**config.mk**
```make
export PLATFORM = sky130hd
export DESIGN_NAME = char_lcd_nibble_interface_top
export DESIGN_NICKNAME = d
export VERILOG_FILES = /design/src/rtl/clni_pkg.sv /design/src/rtl/clni_queue.sv /design/src/rtl/clni_back.sv /design/src/rtl/clni_front.sv /design/src/rtl/char_lcd_nibble_interface_top.sv
export SDC_FILE = /design/constraint.sdc
export NUM_CORES = 1
export LEC_CHECK = 0
export ABC_CLOCK_PERIOD_IN_PS = 6600
export BUFFER_PORTS_ARGS = -buffer_cell sky130_fd_sc_hd__buf_2
export CAP_MARGIN = 0
export CORE_MARGIN = 4
export CORE_UTILIZATION = 45
export DETAILED_ROUTE_END_ITERATION = 8
export PLACE_DENSITY_LB_ADDON = 0.15
export SETUP_SLACK_MARGIN = 0.05
export SLEW_MARGIN = 0
export SYNTH_ARGS = -nofsm -noshare
export SYNTH_HDL_FRONTEND = slang
export SYNTH_SLANG_ARGS = --single-unit
```
**constraint.sdc**
```tcl
create_clock -name clk_i -period 6.6 [get_ports clk_i]
set_input_delay 0.99 -clock clk_i [delete_from_list [all_inputs] [get_ports clk_i]]
set_output_delay 0.99 -clock clk_i [all_outputs]
set_load 0.05 [all_outputs]
```
**src/rtl/clni_pkg.sv**
```systemverilog
// ----------------------------------------------------------------------------
// clni_pkg
// Shared types and constants for the character-LCD 4-bit nibble interface.
// ----------------------------------------------------------------------------
package clni_pkg;

  // command codes of an input beat
  localparam logic [2:0] CMD_PRINT  = 3'd0;
  localparam logic [2:0] CMD_GOTO   = 3'd1;
  localparam logic [2:0] CMD_CLEAR  = 3'd2;
  localparam logic [2:0] CMD_BLINK  = 3'd3;
  localparam logic [2:0] CMD_CURSOR = 3'd4;
  localparam logic [2:0] CMD_INIT   = 3'd5;

  // configuration register indexes
  localparam logic CFG_COLUMNS = 1'b0;
  localparam logic CFG_ROWS    = 1'b1;

  // controller command bytes
  localparam logic [7:0] LCD_CLEAR        = 8'h01;
  localparam logic [7:0] LCD_ENTRY_MODE   = 8'h06;
  localparam logic [7:0] LCD_DISP_DEFAULT = 8'h0C;
  localparam logic [7:0] LCD_FUNC_SET     = 8'h20;
  localparam logic [7:0] LCD_FUNC_2LINE   = 8'h08;
  localparam logic [7:0] LCD_SET_DDRAM    = 8'h80;
  localparam logic [7:0] LCD_ROW_ODD      = 8'h40;
  localparam logic [3:0] LCD_WAKE_NIB     = 4'h3;
  localparam logic [3:0] LCD_4BIT_NIB     = 4'h2;

  localparam logic [5:0] COLS_RESET = 6'd16;
  localparam logic [2:0] ROWS_RESET = 3'd2;
  localparam logic [2:0] ROWS_MAX   = 3'd4;

  typedef struct packed {
    logic [2:0] cmd;
    logic [7:0] char_code;
    logic [6:0] col_in;
    logic [2:0] row_in;
    logic       flag_value;
  } in_item_t;

  typedef struct packed {
    logic       reg_select;
    logic [3:0] nibble;
    logic       last;
  } out_item_t;

  typedef enum logic [1:0] {
    JOB_CMD,
    JOB_CHAR,
    JOB_ADDR_CHAR,
    JOB_INIT
  } job_kind_e;

  // one classified command for the back end
  typedef struct packed {
    job_kind_e  kind;
    logic [7:0] b0;
    logic [7:0] b1;
  } job_t;

  typedef enum logic [1:0] {
    F_IDLE,
    F_DIV,
    F_PUSH
  } front_state_e;

endpackage

```
**src/rtl/clni_queue.sv**
```systemverilog
// ----------------------------------------------------------------------------
// clni_queue
// Two-entry job queue between the front end and the nibble sequencer.
// ----------------------------------------------------------------------------
module clni_queue (
  input  logic           clk_i,
  input  logic           rst_ni,
  input  logic           push_i,
  input  clni_pkg::job_t push_data_i,
  output logic           full_o,
  input  logic           pop_i,
  output logic           empty_o,
  output clni_pkg::job_t head_o
);

  clni_pkg::job_t mem_q [2];
  logic       wr_ptr_q, wr_ptr_d;
  logic       rd_ptr_q, rd_ptr_d;
  logic [1:0] count_q, count_d;
  logic       do_push, do_pop;

  assign full_o  = (count_q == 2'd2);
  assign empty_o = (count_q == 2'd0);
  assign head_o  = mem_q[rd_ptr_q];
  assign do_push = push_i && !full_o;
  assign do_pop  = pop_i && !empty_o;

  always_comb begin
    wr_ptr_d = do_push ? ~wr_ptr_q : wr_ptr_q;
    rd_ptr_d = do_pop ? ~rd_ptr_q : rd_ptr_q;
    count_d  = count_q;
    if (do_push && !do_pop) begin
      count_d = count_q + 2'd1;
    end else if (do_pop && !do_push) begin
      count_d = count_q - 2'd1;
    end
  end

  always_ff @(posedge clk_i or negedge rst_ni) begin
    if (!rst_ni) begin
      wr_ptr_q <= 1'b0;
      rd_ptr_q <= 1'b0;
      count_q  <= 2'd0;
    end else begin
      wr_ptr_q <= wr_ptr_d;
      rd_ptr_q <= rd_ptr_d;
      count_q  <= count_d;
    end
  end

  always_ff @(posedge clk_i) begin
    if (do_push) begin
      mem_q[wr_ptr_q] <= push_data_i;
    end
  end

endmodule

```
**src/rtl/clni_back.sv**
```systemverilog
// ----------------------------------------------------------------------------
// clni_back
// Nibble sequencer: expands one job into bus writes, one per cycle while the output is not stalled.
// ----------------------------------------------------------------------------
module clni_back (
  input  logic                 clk_i,
  input  logic                 rst_ni,
  input  logic                 q_empty_i,
  input  clni_pkg::job_t       q_head_i,
  output logic                 q_pop_o,
  output logic                 out_valid_o,
  input  logic                 out_stall_i,
  output clni_pkg::out_item_t  out_data_o
);

  logic                busy_q;
  clni_pkg::job_t      job_q;
  logic [3:0]          idx_q;
  logic                out_valid_q;
  clni_pkg::out_item_t out_q;

  logic                slot_free;
  logic [3:0]          last_idx;
  logic [3:0]          nib;
  logic                rs;
  logic                is_last;

  assign slot_free   = !out_valid_q || !out_stall_i;
  assign q_pop_o     = !busy_q && !q_empty_i;
  assign out_valid_o = out_valid_q;
  assign out_data_o  = out_q;
  assign is_last     = (idx_q == last_idx);

  always_comb begin
    last_idx = 4'd1;
    nib      = job_q.b0[7:4];
    rs       = 1'b0;
    case (job_q.kind)
      clni_pkg::JOB_CMD: begin
        last_idx = 4'd1;
        nib      = idx_q[0] ? job_q.b0[3:0] : job_q.b0[7:4];
      end
      clni_pkg::JOB_CHAR: begin
        last_idx = 4'd1;
        rs       = 1'b1;
        nib      = idx_q[0] ? job_q.b1[3:0] : job_q.b1[7:4];
      end
      clni_pkg::JOB_ADDR_CHAR: begin
        last_idx = 4'd3;
        rs       = idx_q[1];
        if (idx_q[1]) begin
          nib = idx_q[0] ? job_q.b1[3:0] : job_q.b1[7:4];
        end else begin
          nib = idx_q[0] ? job_q.b0[3:0] : job_q.b0[7:4];
        end
      end
      clni_pkg::JOB_INIT: begin
        last_idx = 4'd11;
        case (idx_q)
          4'd0, 4'd1, 4'd2: nib = clni_pkg::LCD_WAKE_NIB;
          4'd3:             nib = clni_pkg::LCD_4BIT_NIB;
          4'd4:             nib = job_q.b0[7:4];
          4'd5:             nib = job_q.b0[3:0];
          4'd6:             nib = clni_pkg::LCD_DISP_DEFAULT[7:4];
          4'd7:             nib = clni_pkg::LCD_DISP_DEFAULT[3:0];
          4'd8:             nib = clni_pkg::LCD_CLEAR[7:4];
          4'd9:             nib = clni_pkg::LCD_CLEAR[3:0];
          4'd10:            nib = clni_pkg::LCD_ENTRY_MODE[7:4];
          default:          nib = clni_pkg::LCD_ENTRY_MODE[3:0];
        endcase
      end
      default: begin
        last_idx = 4'd1;
      end
    endcase
  end

  always_ff @(posedge clk_i or negedge rst_ni) begin
    if (!rst_ni) begin
      busy_q      <= 1'b0;
      idx_q       <= 4'd0;
      out_valid_q <= 1'b0;
    end else begin
      if (q_pop_o) begin
        busy_q <= 1'b1;
        idx_q  <= 4'd0;
      end else if (busy_q && slot_free) begin
        if (is_last) begin
          busy_q <= 1'b0;
        end else begin
          idx_q <= idx_q + 4'd1;
        end
      end
      if (slot_free) begin
        out_valid_q <= busy_q;
      end
    end
  end

  always_ff @(posedge clk_i) begin
    if (q_pop_o) begin
      job_q <= q_head_i;
    end
    if (busy_q && slot_free) begin
      out_q.reg_select <= rs;
      out_q.nibble     <= nib;
      out_q.last       <= is_last;
    end
  end

endmodule

```
**src/rtl/clni_front.sv**
```systemverilog
// ----------------------------------------------------------------------------
// clni_front
// Command front end: holds config and cursor state, classifies commands,
// folds goto columns into rows with a bit-serial divider.
// ----------------------------------------------------------------------------
module clni_front #(
  parameter int MAX_COLS = 40
) (
  input  logic               clk_i,
  input  logic               rst_ni,
  input  logic               cfg_we_i,
  input  logic               cfg_idx_i,
  input  logic [5:0]         cfg_data_i,
  input  logic               in_valid_i,
  output logic               in_stall_o,
  input  clni_pkg::in_item_t in_data_i,
  input  logic               q_full_i,
  output logic               push_o,
  output clni_pkg::job_t     push_data_o
);

  localparam logic [5:0] MaxCols = 6'(MAX_COLS);

  clni_pkg::front_state_e state_q, state_d;

  logic [5:0] columns_q;
  logic [2:0] rows_q;
  logic [5:0] col_q, col_d;
  logic [1:0] row_q, row_d;
  logic [7:0] dctl_q, dctl_d;

  // divider registers
  logic [5:0] rem_q, rem_d;
  logic [6:0] quo_q, quo_d;
  logic [2:0] cnt_q, cnt_d;
  logic [2:0] trow_q, trow_d;

  logic [5:0] eff_c;
  logic [2:0] eff_r;
  logic       accept;

  logic [6:0] rem_sh;
  logic       rem_ge;

  logic [2:0] wrap_y;
  logic [1:0] wrap_row;
  logic [7:0] wrap_addr;
  logic       wrap;

  logic [7:0] goto_y;
  logic [1:0] goto_row;
  logic [7:0] goto_addr;

  always_comb begin
    eff_c = columns_q;
    if (columns_q == 6'd0) begin
      eff_c = 6'd1;
    end else if (columns_q > MaxCols) begin
      eff_c = MaxCols;
    end
    eff_r = rows_q;
    if (rows_q == 3'd0) begin
      eff_r = 3'd1;
    end else if (rows_q > clni_pkg::ROWS_MAX) begin
      eff_r = clni_pkg::ROWS_MAX;
    end
  end

  assign in_stall_o = (state_q != clni_pkg::F_IDLE) || q_full_i;
  assign accept     = in_valid_i && !in_stall_o;

  // restoring divide step: one quotient bit a cycle
  assign rem_sh = {rem_q, quo_q[6]};
  assign rem_ge = (rem_sh >= {1'b0, eff_c});

  // print past the last column: address of the next row start
  always_comb begin
    wrap     = (col_q >= eff_c);
    wrap_y   = {1'b0, row_q} + 3'd1;
    if (wrap_y >= eff_r) begin
      wrap_y = 3'd0;
    end
    wrap_row  = wrap_y[1:0];
    wrap_addr = (wrap_row[0] ? clni_pkg::LCD_ROW_ODD : 8'd0)
              + (wrap_row[1] ? {2'b00, eff_c} : 8'd0);
  end

  // goto: quotient adds rows, remainder is the column
  always_comb begin
    goto_y   = {5'd0, trow_q} + {1'b0, quo_q};
    goto_row = (goto_y < {5'd0, eff_r}) ? goto_y[1:0] : 2'd0;
    goto_addr = (goto_row[0] ? clni_pkg::LCD_ROW_ODD : 8'd0)
              + (goto_row[1] ? {2'b00, eff_c} : 8'd0)
              + {2'b00, rem_q};
  end

  // next state
  always_comb begin
    state_d = state_q;
    case (state_q)
      clni_pkg::F_IDLE: begin
        if (accept && in_data_i.cmd == clni_pkg::CMD_GOTO) begin
          state_d = clni_pkg::F_DIV;
        end
      end
      clni_pkg::F_DIV: begin
        if (cnt_q == 3'd6) begin
          state_d = clni_pkg::F_PUSH;
        end
      end
      clni_pkg::F_PUSH: begin
        if (!q_full_i) begin
          state_d = clni_pkg::F_IDLE;
        end
      end
      default: state_d = clni_pkg::F_IDLE;
    endcase
  end

  // outputs and datapath
  always_comb begin
    push_o           = 1'b0;
    push_data_o.kind = clni_pkg::JOB_CMD;
    push_data_o.b0   = clni_pkg::LCD_CLEAR;
    push_data_o.b1   = in_data_i.char_code;
    col_d  = col_q;
    row_d  = row_q;
    dctl_d = dctl_q;
    rem_d  = rem_q;
    quo_d  = quo_q;
    cnt_d  = cnt_q;
    trow_d = trow_q;
    case (state_q)
      clni_pkg::F_IDLE: begin
        if (accept) begin
          case (in_data_i.cmd)
            clni_pkg::CMD_PRINT: begin
              push_o = 1'b1;
              if (wrap) begin
                push_data_o.kind = clni_pkg::JOB_ADDR_CHAR;
                push_data_o.b0   = clni_pkg::LCD_SET_DDRAM | wrap_addr;
                col_d            = 6'd1;
                row_d            = wrap_row;
              end else begin
                push_data_o.kind = clni_pkg::JOB_CHAR;
                col_d            = col_q + 6'd1;
              end
            end
            clni_pkg::CMD_GOTO: begin
              rem_d  = 6'd0;
              quo_d  = in_data_i.col_in;
              cnt_d  = 3'd0;
              trow_d = in_data_i.row_in;
            end
            clni_pkg::CMD_CLEAR: begin
              push_o = 1'b1;
            end
            clni_pkg::CMD_BLINK: begin
              push_o         = 1'b1;
              dctl_d         = {dctl_q[7:1], in_data_i.flag_value};
              push_data_o.b0 = dctl_d;
            end
            clni_pkg::CMD_CURSOR: begin
              push_o         = 1'b1;
              dctl_d         = {dctl_q[7:2], in_data_i.flag_value, dctl_q[0]};
              push_data_o.b0 = dctl_d;
            end
            clni_pkg::CMD_INIT: begin
              push_o           = 1'b1;
              push_data_o.kind = clni_pkg::JOB_INIT;
              push_data_o.b0   = clni_pkg::LCD_FUNC_SET |
                                 ((eff_r < 3'd2) ? 8'd0 : clni_pkg::LCD_FUNC_2LINE);
              col_d            = 6'd0;
              row_d            = 2'd0;
              dctl_d           = clni_pkg::LCD_DISP_DEFAULT;
            end
            default: begin
              push_o = 1'b0;
            end
          endcase
        end
      end
      clni_pkg::F_DIV: begin
        rem_d = rem_ge ? 6'(rem_sh - {1'b0, eff_c}) : rem_sh[5:0];
        quo_d = {quo_q[5:0], rem_ge};
        cnt_d = cnt_q + 3'd1;
      end
      clni_pkg::F_PUSH: begin
        push_o           = !q_full_i;
        push_data_o.kind = clni_pkg::JOB_CMD;
        push_data_o.b0   = clni_pkg::LCD_SET_DDRAM | goto_addr;
        if (!q_full_i) begin
          col_d = rem_q;
          row_d = goto_row;
        end
      end
      default: begin
        push_o = 1'b0;
      end
    endcase
  end

  always_ff @(posedge clk_i or negedge rst_ni) begin
    if (!rst_ni) begin
      state_q   <= clni_pkg::F_IDLE;
      columns_q <= clni_pkg::COLS_RESET;
      rows_q    <= clni_pkg::ROWS_RESET;
      col_q     <= 6'd0;
      row_q     <= 2'd0;
      dctl_q    <= clni_pkg::LCD_DISP_DEFAULT;
    end else begin
      state_q <= state_d;
      col_q   <= col_d;
      row_q   <= row_d;
      dctl_q  <= dctl_d;
      if (cfg_we_i) begin
        case (cfg_idx_i)
          clni_pkg::CFG_COLUMNS: columns_q <= cfg_data_i;
          clni_pkg::CFG_ROWS:    rows_q    <= cfg_data_i[2:0];
          default:               columns_q <= columns_q;
        endcase
      end
    end
  end

  always_ff @(posedge clk_i) begin
    rem_q  <= rem_d;
    quo_q  <= quo_d;
    cnt_q  <= cnt_d;
    trow_q <= trow_d;
  end

endmodule

```
**src/rtl/char_lcd_nibble_interface_top.sv**
```systemverilog
// ----------------------------------------------------------------------------
// char_lcd_nibble_interface_top
// Throughput: one nibble beat per cycle within a command while the output
// is not stalled; each job is loaded from the queue before its first beat,
// and goto stalls the input while its 7-step column divider runs. Commands
// emit 2 (clear, flags, goto, plain print), 4 (wrapping print) or 12 (init)
// beats. Reset clears cursor, sets columns 16, rows 2, control 0x0C.
// ----------------------------------------------------------------------------
module char_lcd_nibble_interface_top #(
  parameter int MAX_COLS = 40
) (
  input  logic                clk_i,
  input  logic                rst_ni,
  input  logic                cfg_we_i,
  input  logic                cfg_idx_i,
  input  logic [5:0]          cfg_data_i,
  input  logic                in_valid_i,
  output logic                in_stall_o,
  input  clni_pkg::in_item_t  in_data_i,
  output logic                out_valid_o,
  input  logic                out_stall_i,
  output clni_pkg::out_item_t out_data_o
);

  logic           push;
  clni_pkg::job_t push_data;
  logic           q_full;
  logic           q_empty;
  logic           q_pop;
  clni_pkg::job_t q_head;

  clni_front #(
    .MAX_COLS(MAX_COLS)
  ) u_front (
    .clk_i      (clk_i),
    .rst_ni     (rst_ni),
    .cfg_we_i   (cfg_we_i),
    .cfg_idx_i  (cfg_idx_i),
    .cfg_data_i (cfg_data_i),
    .in_valid_i (in_valid_i),
    .in_stall_o (in_stall_o),
    .in_data_i  (in_data_i),
    .q_full_i   (q_full),
    .push_o     (push),
    .push_data_o(push_data)
  );

  clni_queue u_queue (
    .clk_i      (clk_i),
    .rst_ni     (rst_ni),
    .push_i     (push),
    .push_data_i(push_data),
    .full_o     (q_full),
    .pop_i      (q_pop),
    .empty_o    (q_empty),
    .head_o     (q_head)
  );

  clni_back u_back (
    .clk_i      (clk_i),
    .rst_ni     (rst_ni),
    .q_empty_i  (q_empty),
    .q_head_i   (q_head),
    .q_pop_o    (q_pop),
    .out_valid_o(out_valid_o),
    .out_stall_i(out_stall_i),
    .out_data_o (out_data_o)
  );

endmodule

```
Yosys cells after proc, flatten, opt, wreduce, memory -nomap -nowiden
Memories as Yosys holds them, arrays and structs flattened. A register that Yosys moved wholly into a read port is not among the register bits.
Cells that the tools add are included.
W data, S select, Z words.
Cells by class
  eq/ne operators: 31
  muxes and demuxes: 62
  reduce and logical (&&, ||, !) cells: 49
  $add $sub $neg: 11
  order comparisons: 7
  bitwise logic cells: 5
Operators with widths (number)
  $mux W6: 10
  $pmux W6 S2: 3
  $pmux W8 S4: 1
  $mux W4: 7
  $mux W7: 4
  $pmux W4 S7: 1
  $pmux W8 S3: 1
  $mux W2: 11
  $pmux W10 S2: 1
  $eq A4 B3 Y1 const B: 4
  $pmux W4 S4: 1
  $reduce_bool A2 Y1: 8
  $add A7 B7 Y7: 2
  $pmux W7 S2: 1
  $eq A4 B4 Y1 const B: 3
  $mux W3: 4
  $pmux W2 S2: 3
  $pmux W4 S3: 1
  $reduce_and A4 Y1: 3
  $mux W10: 1
  $reduce_and A5 Y1: 2
  $eq A3 B3 Y1 const B: 3
  $reduce_and A3 Y1: 3
  $add A3 B7 Y8: 1
  43 further kinds: 86
Word-level totals
  memories kept: 1
  input bits: 34
  output and inout bits: 8
  memory bits (writable): 36
  register bits after elaboration: 62
Memories
  u_queue.mem_q: depth 2, width 18, rd ports 1, clocked after Yosys merged registers in 1, write ports 1, RTL line clni_queue.sv:16  | clni_pkg::job_t mem_q [2];

Depth between registers and ports, before layout
  depth in word-level cells: 11
  mapped depth: 15
  depth with buffers taken out: 15

By module
A second synthesis with hierarchy kept.
Second synthesis, totals
  cells, all modules: 517
  area total of the unflattened synthesis: 6159.7 sq um
By module, submodules not included
  clni_front: area an instance 3195.6 sq um, cells each 339, seq. area each 1124.8 sq um, times used 1
  clni_queue: area an instance 1545.2 sq um, cells each 75, seq. area each 1181.1 sq um, times used 1
  clni_back: area an instance 1418.9 sq um, cells each 103, seq. area each 870.8 sq um, times used 1

Worst setup path before layout
OpenSTA, ideal clock, no wires.
  kind: input to register
  start point: input in_valid_i
  end point: memory u_queue.mem_q[0][0] (netlist bit), enable pin
  data arrival time: 3.223 ns
  setup slack: 2.937 ns
  stages on the path: 3
  buffers on the path: 0
  path through: nor4b_4 -> a31oi_1 -> nor4_1
Between the ends
  cells in the longest elaborated chain, start to end: 6
Ends and longest elaborated chain
  start, declared: RTL line char_lcd_nibble_interface_top.sv:17  | input logic in_valid_i,
  $logic_and A1 B1 Y1: RTL line clni_front.sv:70  | assign accept = in_valid_i && !in_stall_o;
  $mux W1: RTL line clni_front.sv:135  | if (accept) begin
  $pmux W1 S2: RTL line clni_front.sv:133  | case (state_q)
  $logic_and A1 B1 Y1: RTL line clni_queue.sv:25  | assign do_push = push_i && !full_o;
  $mux W1: RTL line clni_queue.sv:52  | if (do_push) begin
  $mux W1 (not written as such): RTL line clni_queue.sv:53  | mem_q[wr_ptr_q] <= push_data_i;
  end, declared: RTL line clni_queue.sv:16
No other way between the ends.

==> out/metrics.yaml <==
final_nets: 635
numCtsBuffers: 9
status: "completed"
synth_seq_cells: 111
path_cells: "ha_1 > fa_1 > xor2_1 > ha_1 > or4_1 > nor2_1 > o2111ai_1 > nor2_1 > ha_1 > a211oi_1 > o21bai_1 > a21oi_1 > xor2_1 > o32ai_1"
crit_required_ns: 6.67
cpMaxStageDelayCell: "or4_1"
hold_viol_final: 0
hold_path_class: "reg2reg"
start_util: 0.4614
maxCapViolCount: 0
critPathKind: "reg2reg"
ys_async_sr_fraction: 0.2883
rows: 42
drc: 0
postRouteAntennaNets: 0
ys.flop_type: "edfxtp_1"
die_h_um: 124.8
holdBufCountCts: 0
grt_overflow: 0
grt_start_max_net_pins: 33
die_w_um: 124.8
clkLatencyLatePin_ns: 0.35
die-area_mm2: 0.01557
setup_viol: 0
antenna_found_initial: 0
cp-end-kind: "register"
io_pins: 42
powerDensity_mw_per_mm2: 429.5
routed_wirelength_um: 12550
finalMaxSlewViolations: 0
pre_cts_ws_ns: 2.556
synth_warnings: 0
io_buffers: 41
rsz0062_at_grt: "no"
synth_top_area_share: 0.3867
worstPathArrival_ns: 4.13
reg2reg_slack_ns: 2.54
clock_sinks: 111
synth-edff-count: 79
min_period_ns: 4.062
clock_skew_ns: 0.01114
grt_pass1_wl_um: 21070
viasPerCell: 5.651
cts.clk_slew.worst_paths_ns: 0.07
cpLargestDelayFamily: "adder cells"
design.core.area_mm2: 0.01330
synth.distinct_cells: 68
yosysTopAreaCell: "edfxtp_1"
tightest_slew_ns: 1.153
timing.final.crit_share: 0.6154
drive_gt1_frac: 0.1915
cts_resized: 0
netlist_instances: 524
cts_tree: "yes"
grt_pass1_vias: 4300
cp_max_fo: 7
seq_area_mm2: 0.003177
critPathBufInv: 0
area_growth_syn_to_layout_pct: 10.65
synth_area_leaders: "edfxtp_1 39%, dfrtp_1 12%, ha_1 8.0%"
clk_path_buf_depth: 2
fillCellCount: 1188
gp_congestion: 0.9099
cp-start-kind: "register"
vias: 4182
timing.fmax_mhz: 246.2
syn_area_per_cell_um2: 11.71
p_leak_nw: 2.667
drtPass1Iterations: 5
tns_ns: 0
grt_usage: 0.1663
power_mw: 2.915
ys_seq_area_frac: 0.5178
drt_iter0_drc: 243
wl_per_cell_um: 16.96
max_slew_margin: 0.2305
postCtsSetupBuffers: 0
syn_nets: 600
setup_ws_ns: 2.538
hpwl_um: 9236
cpMostUsedCell: "ha_1"
netlist_area_mm2: 0.006135
clockRootBuffer: "clkbuf_16"
slowest_delay_ns: 0.46
multi_input_area_mm2: 0.002781
n_antenna_cell: 0
h-tree-depth: 3
ir_drop_uv: 160.3
## path summary, 6_finish.rpt
kind,from,endpoint,depth (start not counted)
worst max-delay path,u_front.quo_q[0],u_queue.mem_q[1][13],14
worst min-delay path,u_queue.wr_ptr_q,u_queue.wr_ptr_q,1
worst max register to register,u_front.quo_q[0],u_queue.mem_q[1][13],14
worst min register to register,u_queue.wr_ptr_q,u_queue.wr_ptr_q,1
max in group asynchronous,rst_ni,u_front.state_q[1],1
min in group asynchronous,rst_ni,u_back.idx_q[0],1
## placed cells by master, fill, tap and decap left out, types with 6 or more instances in the layout
| cell | Yosys | final |
|---|---|---|
| a211oi_1 | 6 | 6 |
| a21oi_1 | 29 | 29 |
| a22o_1 | 7 | 7 |
| buf_2 | 7 | 41 |
| clkbuf_16 | 0 | 9 |
| dfrtp_1 | 29 | 29 |
| edfxtp_1 | 79 | 79 |
| ha_1 | 39 | 39 |
| inv_1 | 23 | 23 |
| mux2_2 | 34 | 34 |
| mux2i_1 | 9 | 9 |
| nand2_1 | 36 | 36 |
| nand2b_1 | 10 | 10 |
| nand3_1 | 11 | 11 |
| nor2_1 | 37 | 36 |
| nor2b_1 | 13 | 13 |
| o21ai_0 | 20 | 20 |
| o22ai_1 | 7 | 7 |
| xnor2_1 | 7 | 7 |
| xor2_1 | 10 | 10 |
## cell families after synthesis
family | count (synthesis) | share of synthesized area
adders and majority gates | 42 | 0.08933
DFF | 111 | 0.5178
AOI/OAI and AO/OA | 126 | 0.1407
and+or+nand+nor | 142 | 0.1187
muxes | 44 | 0.07893
xor gates and xnor gates | 17 | 0.02427
buffers and inverters | 42 | 0.03018
## cells in the mapped netlist (2+ instances only)
master and count:
a211oi_1 6, a21boi_0 4, a21o_1 5, a21oi_1 29
a22o_1 7, a31oi_1 5, and2_1 4, and3_1 4
buf_2 7, buf_4 3, clkbuf_1 7, dfrtp_1 29
dfstp_2 3, edfxtp_1 79, fa_1 3, ha_1 39
inv_1 23, mux2_2 34, mux2i_1 9, nand2_1 36
nand2b_1 10, nand3_1 11, nand3b_1 5, nand4_1 3
nor2_1 37, nor2b_1 13, nor3_1 5, nor4_1 3
o211ai_1 5, o21a_1 4, o21ai_0 20, o21bai_1 4
o22a_1 2, o22ai_1 7, o31ai_1 4, o32ai_1 3
o41ai_1 4, or3_1 3, xnor2_1 7, xor2_1 10
## sequential cells by signal, summed over array words and instances (netlist names), 4 cells and up
register and cells:
u_front.rem_q 6, u_back.job_q 18, u_front.col_q 6, u_front.columns_q 6, u_front.quo_q 7, u_back.out_data_o 6, u_queue.mem_q 36, u_back.idx_q 4
## routing by layer
| metal | track usage | vias to the layer above | part of all wire |
|---|---|---|---|
| met5 | 0 | - | 0 |
| met4 | 0.07544 | 0 | 0.029 |
| met3 | 0.03559 | 23 | 0.043 |
| met2 | 0.2875 | 113 | 0.50 |
| met1 | 0.1981 | 2013 | 0.43 |
| li1 | - | 2033 | - |
## area by class of cell
cell class                      instances  share of cell area
Multi-Input combinational cell        371              0.4098
Clock inverter                          7             0.01143
Tap cell                              176             0.03244
Clock buffer                            9             0.03318
Inverter                               23             0.01272
Sequential cell                       111              0.4680
Timing Repair Buffer                   43             0.03244
## power breakdown
part / switching [mW] / leakage [nW] / internal [mW] / total, mW
Sequential: 0.198 / 1.12 / 1.02 / 1.21
Clock: 0.258 / 0.147 / 0.299 / 0.558
Combinational: 0.675 / 1.40 / 0.468 / 1.14
Total: 1.13 / 2.67 / 1.78 / 2.92
## stage by stage
step	cell area (um^2)	hold slack [ns]	util	std cells
after global routing	6788	0.5210	0.5105	740
after CTS	6788	0.5099	0.5105	740
after global placement	6485	0.4953	0.4878	724
after detailed placement	6485	0.4997	0.4878	724
after floorplan	6135	0.4557	-	524
final	6788	0.5083	0.5105	740
(Power assumes the default switching activity.)
